$ cat src/hdl/fsig_pkg.sv
// ----------------------------------------------------------------------------
// fsig_pkg
// Shared types and constants for the file name signature core.
// ----------------------------------------------------------------------------
package fsig_pkg;

  localparam int unsigned CH_W       = 16;
  localparam int unsigned SIG_W      = 64;
  localparam int unsigned NUM_LETTERS = 26;
  localparam int unsigned NUM_PAIRS  = 20;
  localparam int unsigned FEAT_W     = 39;
  localparam int unsigned LEN_W      = 3;
  localparam int unsigned CNT_W      = 2;

  localparam logic [5:0] BIT_DIGIT0 = 6'd26;
  localparam logic [5:0] BIT_DOT    = 6'd36;
  localparam logic [5:0] BIT_SPACE  = 6'd37;
  localparam logic [5:0] BIT_PUNCT  = 6'd38;

  localparam logic [LEN_W-1:0] LEN_MAX = 3'd7;
  localparam logic [CNT_W-1:0] CNT_MAX = 2'd3;
  localparam logic [CNT_W-1:0] CNT_TWO = 2'd2;

  localparam logic [CH_W-1:0] CH_LOWER_A = 16'h0061;
  localparam logic [CH_W-1:0] CH_LOWER_Z = 16'h007a;
  localparam logic [CH_W-1:0] CH_ZERO    = 16'h0030;
  localparam logic [CH_W-1:0] CH_NINE    = 16'h0039;
  localparam logic [CH_W-1:0] CH_DOT     = 16'h002e;
  localparam logic [CH_W-1:0] CH_SPACE   = 16'h0020;

  typedef logic [4:0] letter_idx_t;

  // th he an re er in on at nd st es en of te ed or ti hi as to
  localparam letter_idx_t PAIR_FIRST [NUM_PAIRS] = '{
    5'd19, 5'd7,  5'd0,  5'd17, 5'd4,  5'd8,  5'd14, 5'd0,  5'd13, 5'd18,
    5'd4,  5'd4,  5'd14, 5'd19, 5'd4,  5'd14, 5'd19, 5'd7,  5'd0,  5'd19
  };
  localparam letter_idx_t PAIR_SECOND [NUM_PAIRS] = '{
    5'd7,  5'd4,  5'd13, 5'd4,  5'd17, 5'd13, 5'd13, 5'd19, 5'd3,  5'd19,
    5'd18, 5'd13, 5'd5,  5'd4,  5'd3,  5'd17, 5'd8,  5'd8,  5'd18, 5'd14
  };

  typedef struct packed {
    logic                  letter;
    letter_idx_t           idx;
    logic [FEAT_W-1:0]     feat;
    logic [NUM_PAIRS-1:0]  pair;
  } fsig_class_t;

endpackage

$ cat src/hdl/filename_signature_core.sv
// ----------------------------------------------------------------------------
// filename_signature_core
// Builds a 64-bit signature of a file name from a stream of characters.
// ----------------------------------------------------------------------------
// channel | dir | tdata               | tlast
// in_     | in  | [15:0] ch           | last character of the name
// out_    | out | [63:0] signature    | -
//
// One character is taken per cycle unless stalled; the signature is registered
// from the transaction that carries tlast. The output register decouples the
// sides: input is stalled only while a signature waits and out_tready is low.
// Reset (rst_n low, synchronous) clears the name state and the output valid.
// ----------------------------------------------------------------------------
module filename_signature_core (
  input  logic                       clk,
  input  logic                       rst_n,
  input  logic                       in_tvalid,
  output logic                       in_tready,
  input  logic [fsig_pkg::CH_W-1:0]  in_tdata,   // [15:0] ch
  input  logic                       in_tlast,
  output logic                       out_tvalid,
  input  logic                       out_tready,
  output logic [fsig_pkg::SIG_W-1:0] out_tdata   // [63:0] signature
);

  fsig_pkg::fsig_class_t cls;
  logic in_acc;

  logic                                 prev_is_letter_r;
  fsig_pkg::letter_idx_t                prev_letter_r;
  logic [fsig_pkg::CNT_W-1:0]           cnt_r   [fsig_pkg::NUM_LETTERS];
  logic [fsig_pkg::CNT_W-1:0]           cnt_nxt [fsig_pkg::NUM_LETTERS];
  logic [fsig_pkg::FEAT_W-1:0]          feat_r, feat_nxt;
  logic [fsig_pkg::NUM_PAIRS-1:0]       pair_r, pair_nxt;
  logic [fsig_pkg::LEN_W-1:0]           len_r, len_nxt;
  logic                                 dup2, dup3;
  logic [fsig_pkg::SIG_W-1:0]           sig;
  logic                                 out_valid_r;
  logic [fsig_pkg::SIG_W-1:0]           out_data_r;

  fsig_class u_class (
    .ch             (in_tdata),
    .prev_is_letter (prev_is_letter_r),
    .prev_letter    (prev_letter_r),
    .cls            (cls)
  );

  assign in_tready  = !out_valid_r || out_tready;
  assign in_acc     = in_tvalid && in_tready;
  assign out_tvalid = out_valid_r;
  assign out_tdata  = out_data_r;

  always_comb begin
    dup2 = 1'b0;
    dup3 = 1'b0;
    for (int i = 0; i < fsig_pkg::NUM_LETTERS; i++) begin
      cnt_nxt[i] = cnt_r[i];
      if (cls.letter && (cls.idx == 5'(i)) && (cnt_r[i] != fsig_pkg::CNT_MAX)) begin
        cnt_nxt[i] = cnt_r[i] + 2'd1;
      end
      dup2 = dup2 | (cnt_nxt[i] == fsig_pkg::CNT_TWO);
      dup3 = dup3 | (cnt_nxt[i] == fsig_pkg::CNT_MAX);
    end
    feat_nxt = feat_r | cls.feat;
    pair_nxt = pair_r | cls.pair;
    len_nxt  = (len_r == fsig_pkg::LEN_MAX) ? len_r : len_r + 3'd1;
    sig      = {len_nxt, pair_nxt, dup3, dup2, feat_nxt};
  end

  always_ff @(posedge clk) begin
    if (!rst_n) begin
      prev_is_letter_r <= 1'b0;
      prev_letter_r    <= '0;
      feat_r           <= '0;
      pair_r           <= '0;
      len_r            <= '0;
      for (int i = 0; i < fsig_pkg::NUM_LETTERS; i++) begin
        cnt_r[i] <= '0;
      end
    end else if (in_acc) begin
      if (in_tlast) begin
        prev_is_letter_r <= 1'b0;
        prev_letter_r    <= '0;
        feat_r           <= '0;
        pair_r           <= '0;
        len_r            <= '0;
        for (int i = 0; i < fsig_pkg::NUM_LETTERS; i++) begin
          cnt_r[i] <= '0;
        end
      end else begin
        prev_is_letter_r <= cls.letter;
        prev_letter_r    <= cls.idx;
        feat_r           <= feat_nxt;
        pair_r           <= pair_nxt;
        len_r            <= len_nxt;
        for (int i = 0; i < fsig_pkg::NUM_LETTERS; i++) begin
          cnt_r[i] <= cnt_nxt[i];
        end
      end
    end
  end

  always_ff @(posedge clk) begin
    if (!rst_n) begin
      out_valid_r <= 1'b0;
    end else if (in_acc && in_tlast) begin
      out_valid_r <= 1'b1;
    end else if (out_tready) begin
      out_valid_r <= 1'b0;
    end
  end

  always_ff @(posedge clk) begin
    if (in_acc && in_tlast) begin
      out_data_r <= sig;
    end
  end

  a_last_clears: assert property (@(posedge clk) disable iff (!rst_n)
    in_acc && in_tlast |=> len_r == '0 && !prev_is_letter_r)
    else $error("name state not cleared after last character");

  a_len_counts: assert property (@(posedge clk) disable iff (!rst_n)
    in_acc && !in_tlast |=> len_r != '0)
    else $error("length not advanced");

  a_stall: assert property (@(posedge clk) disable iff (!rst_n)
    out_valid_r && !out_tready |-> !in_tready)
    else $error("input taken while signature blocked");

  a_sig_len: assert property (@(posedge clk) disable iff (!rst_n)
    out_valid_r |-> out_data_r[63:61] != 3'd0)
    else $error("signature carries zero length");

endmodule

$ cat src/hdl/fsig_class.sv
// ----------------------------------------------------------------------------
// fsig_class
// Classifies one character and matches the letter pair it closes.
// ----------------------------------------------------------------------------
module fsig_class (
  input  logic [fsig_pkg::CH_W-1:0] ch,
  input  logic                      prev_is_letter,
  input  fsig_pkg::letter_idx_t     prev_letter,
  output fsig_pkg::fsig_class_t     cls
);

  logic punct;
  logic [fsig_pkg::CH_W-1:0] ofs;

  always_comb begin
    punct = ((ch >= 16'h0021) && (ch <= 16'h002f)) ||
            ((ch >= 16'h003a) && (ch <= 16'h0040)) ||
            ((ch >= 16'h005b) && (ch <= 16'h0060)) ||
            ((ch >= 16'h007b) && (ch <= 16'h007e));
    ofs        = ch - fsig_pkg::CH_LOWER_A;
    cls        = '0;
    cls.letter = (ch >= fsig_pkg::CH_LOWER_A) && (ch <= fsig_pkg::CH_LOWER_Z);
    if (cls.letter) begin
      cls.idx           = ofs[4:0];
      cls.feat[ofs[5:0]] = 1'b1;
      if (prev_is_letter) begin
        for (int k = 0; k < fsig_pkg::NUM_PAIRS; k++) begin
          cls.pair[k] = (fsig_pkg::PAIR_FIRST[k] == prev_letter) &&
                        (fsig_pkg::PAIR_SECOND[k] == ofs[4:0]);
        end
      end
    end else if ((ch >= fsig_pkg::CH_ZERO) && (ch <= fsig_pkg::CH_NINE)) begin
      cls.feat[fsig_pkg::BIT_DIGIT0 + {2'b00, ch[3:0]}] = 1'b1;
    end else if (ch == fsig_pkg::CH_DOT) begin
      cls.feat[fsig_pkg::BIT_DOT] = 1'b1;
    end else if (ch == fsig_pkg::CH_SPACE) begin
      cls.feat[fsig_pkg::BIT_SPACE] = 1'b1;
    end else if (punct) begin
      cls.feat[fsig_pkg::BIT_PUNCT] = 1'b1;
    end
  end

endmodule
$ cat config.mk
export PLATFORM = sky130hd
export DESIGN_NAME = filename_signature_core
export DESIGN_NICKNAME = d
export VERILOG_FILES = /design/src/hdl/fsig_pkg.sv /design/src/hdl/filename_signature_core.sv /design/src/hdl/fsig_class.sv
export SDC_FILE = /design/constraint.sdc
export NUM_CORES = 1
export LEC_CHECK = 0
export BUFFER_PORTS_ARGS = -buffer_cell sky130_fd_sc_hd__clkbuf_2
export CAP_MARGIN = 20
export CELL_PAD_IN_SITES_DETAIL_PLACEMENT = 0
export CELL_PAD_IN_SITES_GLOBAL_PLACEMENT = 1
export CORE_MARGIN = 2
export CORE_UTILIZATION = 47
export CTS_CLUSTER_DIAMETER = 120
export DETAILED_ROUTE_END_ITERATION = 10
export PLACE_DENSITY = 0.85
export RECOVER_POWER = 50
export SLEW_MARGIN = 0
export SYNTH_ARGS = -nofsm -noshare
export SYNTH_HDL_FRONTEND = slang
export SYNTH_HIERARCHICAL = 1
export SYNTH_SLANG_ARGS = --single-unit
$ cat constraint.sdc
create_clock -name clk -period 5.6 [get_ports clk]
set_clock_uncertainty 0.1 [all_clocks]
set_input_delay 1.12 -clock clk [delete_from_list [all_inputs] [get_ports clk]]
set_output_delay 1.12 -clock clk [all_outputs]
set_load 0.05 [all_outputs]
-- Word-level counts from Yosys, hierarchy flattened
Memory sizes are Yosys's and may differ from the RTL's.
Cells that the tools add are included.
- output and inout port bits: 66
- word-level logic and storage cells: 481
- bits in registers: 133
- bits in writable memories: 52
- memories kept: 1
- input bits: 21
- muxes and demuxes: 110
- order comparisons: 16
- add/subtract/negate cells: 29
- bitwise operators: 104
- reductions and logical operators: 90
- eq/ne operators: 124
- memories (name ; words ; bits a word ; rd ports ; clocked after memory_dff ; wr ports ; RTL line ; source):
    cnt_r ; 26 ; 2 ; 26 ; 0 ; 26 ; filename_signature_core.sv:31 ; logic [fsig_pkg::CNT_W-1:0] cnt_r [fsig_pkg::NUM_LETTERS];
- operators with widths (cell ; number):
    $mux 2 ; 79
    $eq 2x2->1 const B ; 52
    $or 1x1->1 ; 102
    $logic_and 1x1->1 ; 82
    $mux 39 ; 2
    $le 16x7->1 const B ; 4
    $mux 20 ; 3
    $add 2x1->2 const B ; 26
    $ne 2x2->1 const B ; 26
    $eq 5x5->1 const B ; 10
    $ge 16x6->1 const B ; 3
    $ge 16x7->1 const B ; 3
    $eq 5x4->1 const B ; 8
    $or 39x39->39 ; 1
    $mux 36 ; 1
    $eq 16x6->1 const B ; 2
    $le 16x6->1 const B ; 2
    $eq 4x5->1 const A ; 6
    $eq 5x5->1 const A ; 6
    $eq 3x5->1 const A ; 5
    $eq 5x3->1 const B ; 4
    $or 20x20->20 ; 1
    $mux 1 ; 18
    $lt 6x7->1 const B ; 2
    other kinds (15) ; 25

-- Depth between registers and ports, before layout
- depth after elaboration: 33
- depth in mapped cells: 18

-- Hierarchy
The synthesis kept the hierarchy.
- by module, submodules not included (module ; cells an instance ; times used ; area each (um2)):
    filename_signature_core ; 755 ; 1 ; 8285.4
    fsig_class ; 201 ; 1 ; 1184.9

-- Worst setup path before layout
OpenSTA, ideal clock, no wires.
- path type: input port to flip-flop
- start point: input port in_tdata[0] (netlist name)
- end point: register out_data_r, in the netlist out_tdata[40], data pin
- path slack: 0.561 ns
- required time: 5.227 ns
- setup time: 0.273 ns
- cell stages on the path: 17
- arrival time: 4.667 ns
- cells stage by stage: inv_1 > ha_1 > or4b_2 > o2111ai_1 > or2_1 > buf_4 > inv_6 > nand2_1 > inv_1 > buf_6 > or4b_1 > buf_2 > or3_1 > buf_2 > a311o_1 > nor4_1 > nand4_1
- RTL lines (element ; RTL line ; source):
    start, declared ; filename_signature_core.sv:19 ; input logic [fsig_pkg::CH_W-1:0] in_tdata,
    end signal, assigned ; filename_signature_core.sv:115 ; out_data_r <= sig;
    end, declared ; filename_signature_core.sv:39 ; logic [fsig_pkg::SIG_W-1:0] out_data_r;

==> impl_metrics.ini <==
[routing]
num_vias = 7388
dr_wl_met2_um = 10760
detail_route.wl_per_cell_um = 17.10
top_layer = met4
drtIter0Drc = 595
drcViolationCount = 0
wl_met1_um = 10350
drtPass1Iterations = 5
drtAntennaViolNets = 0
viasPerCell = 5.605
drt_wl_total_um = 22540
wl_met3_um = 867

[synthesis]
yosys-top-cells-count = nor2_1, edfxtp_1, a21oi_1
ys_seq_area_share_pct = 51.16
avgSynthCellArea_um2 = 9.906
synth.most_common_cell = nor2_1
synth_cell_types = 72
synth_top_cell_by_area = edfxtp_1
ys_ff_latch = 185
synth_edf_count = 114
synth_area_leaders = edfxtp_1, dfxtp_1, nor2_1, a21oi_1, ha_1
yosys_warnings = 6
syn-cell-area_mm2 = 0.009470
syn-num-nets = 1010
synthFlopType = edfxtp_1
synth.top_cell.area_share_pct = 36.15
netlist_instances = 956
synthArstFlopShare_pct = 0

[power_and_ir_drop]
powerDensity_mw_per_mm2 = 279.6
pwr-share-comb_pct = 9.1
power_mw = 3.009
switching_share_pct = 27.63
ir_worst_vdd_uv = 210.1
leakagePower_nw = 3.947
p_sw_mw = 0.8316
p_seq_share_pct = 50.3
pwr-share-clk_pct = 40.6
power.internal_mw = 2.178

[grt]
first_global_vias = 6720
grt_max_degree = 62
grt-ovfl-total = 0
grt_use_total_pct = 20.91
antenna_found_initial = 0
grt_pass1_wl_um = 35450

[die]
io_pins = 87
core_area_mm2 = 0.01959
fp-row-count = 51
dieArea_mm2 = 0.02130
die_x_um = 146.0
die_h_um = 146.0
start_util_pct = 48.34

[critical_path]
crit_path_cell_trace = clkbuf_2, inv_1, ha_1, or4b_2, o2111ai_1, or2_1, inv_6, nand2_1, inv_1, or4b_1, nor3_2, o32ai_1, or4_1, nor4_1, nand4_1
required_ns = 5.66
critPathMaxStageDelay_ns = 0.68
cp_common_cell = inv_1
cp_max_fo = 7
cp.arrival_ns = 5.03
end_kind = register
worstSetupStartpointType = primary input
critPathSlowestCell = or4b_2
worstSetupPathType = primary input to register

[run_status]
status = finished with violations
violations = capacitance limit, slew limit

[timing]
max_freq_mhz = 201.4
hold_viol = 0
grt_setup_unrepaired = no
tns_ns = 0
worst_slew_pin_slew_ns = 2.733
finalCritPeriodShare_pct = 88.69
period_minus_slack_ns = 4.966
finalSetupViolCount = 0
slew_viol_final = 111
slew_headroom_pct = -82.17

[finish]
layout-drive-gt1-share_pct = 15.19
fillers = 1800
area_delta_synth_final_pct = 13.66
multi_input_area_mm2 = 0.004318
seqCellArea_mm2 = 0.004845
num_antenna_cells = 0
layoutNonFillerInstCount = 1318
post-route-util_pct = 54.95
nets = 1094

[clocking]
ctsHoldBuffers = 0
clkTransAtPathRegs_ns = 0.07
cts_tree = built
numCtsBuffers = 17
clock-sinks = 185
cts.path.max_buffers = 2
ctsResizeCount = 0
cts_setup_buffers = 0
clock_latency_ns = 0.44
htree_levels = 4
root_buffer = clkbuf_16

[place]
gp_congestion = 0.9021
hpwl_um = 16230
io_buffers = 86
place_inst = 1285

[hold_path]
worstHoldPathType = register to register

[run]
max-cap-violations = 2
==> registers in the layout (all words and copies together), names as in the netlist <==
| register | cells |
|---|---|
| out_tdata | 64 |
| cnt_r | 52 |
| feat_r | 39 |
| pair_r | 20 |
| prev_letter_r | 5 |
| len_r | 3 |
| out_tvalid | 1 |
| prev_is_letter_r | 1 |
==> path summary, 6_finish.rpt <==
kind / from / end / slack, ns / cells past startpoint
worst max-delay path: in_tdata[1] / out_tdata[39] / 0.63 / 15
worst min-delay path: pair_r[5] / pair_r[5] / 0.36 / 2
worst max register to register: out_tvalid / cnt_r[0][0] / 2.02 / 7
worst min register to register: pair_r[5] / pair_r[5] / 0.36 / 2
==> area by class of cell <==
cell class / instances / share of cell area, %
timing repair buffer: 113 / 5.126
inverter: 28 / 1.023
clock buffer: 18 / 4.080
multi-input combinational: 695 / 40.11
sequential: 185 / 45.01
clock inverter: 14 / 1.569
tap: 265 / 3.080
==> cells by family (layout without fill, tap and decap cells) <==
| kind of cell | after synthesis | in the layout | synth area share [%] |
|---|---|---|---|
| adder cells (fa/ha/maj) | 33 | 33 | 4.360 |
| flip-flops | 185 | 185 | 51.16 |
| AO/OA/AOI/OAI | 183 | 183 | 12.49 |
| XOR/XNOR | 34 | 34 | 3.144 |
| AND/OR/NAND/NOR | 429 | 429 | 23.81 |
| buffers and inverters | 76 | 173 | 3.290 |
| multiplexers | 16 | 16 | 1.757 |
==> metal layers <==
metal | vias up | GRT usage [%]
met5 | - | 0
li1 | 3677 | -
met4 | 0 | 7.843
met1 | 3483 | 27.71
met2 | 187 | 34.34
met3 | 41 | 3.699
==> worst max-delay path: cells and delay by family <==
kind,cells,cell delay (ns)
simple gates,8,2.98
fa+ha+maj,1,0.22
buf+inv,4,0.36
compound gates,2,0.35
==> power by group through the flow <==
stage	Clock, mW	Combinational [mW]	Sequential (mW)
floorplan	0	0.144	1.59
global placement	0	0.273	1.54
detailed placement	0	0.275	1.54
CTS	1.23	0.276	1.51
global route	1.29	0.298	1.52
finish	1.22	0.274	1.51
==> placed cells by master (no fill, tap or decap), types with 5 or more instances in the layout <==
master     netlist  routed
nor4_1          14      14
dfxtp_1         71      71
ha_1            33      33
o31ai_1         12      12
a21oi_1         84      84
o21ai_0          8       8
nand2b_1        15      15
mux2i_1         11      11
or4_1            9       9
xor2_1           6       6
o32ai_1          8       8
nand2_1         59      58
clkbuf_16        0      17
buf_4            1      23
nand3_1         21      21
nor2_1         128     128
clkbuf_2         0      20
edfxtp_1       114     114
o22ai_1         25      25
o2111ai_1        5       5
nor3_1          36      36
or3_1            9       9
or2_2           63      63
xnor2_1         28      28
clkbuf_1        36      69
a22o_1           7       7
nand4_1         17      17
nor2b_1          9       9
inv_1           27      27
and3_1           9       9
==> through the flow <==
stage	setup WS, ns	hold WS [ns]	area (um^2)
after detailed placement	0.2814	0.3463	10230
final	0.6336	0.3625	10760
after global routing	0.4129	0.3814	10760
after CTS	0.7189	0.3652	10840
after floorplan	0.5608	0.3293	9470
after global placement	0.3662	0.3377	10230
Power figures use the tool's default switching activity.
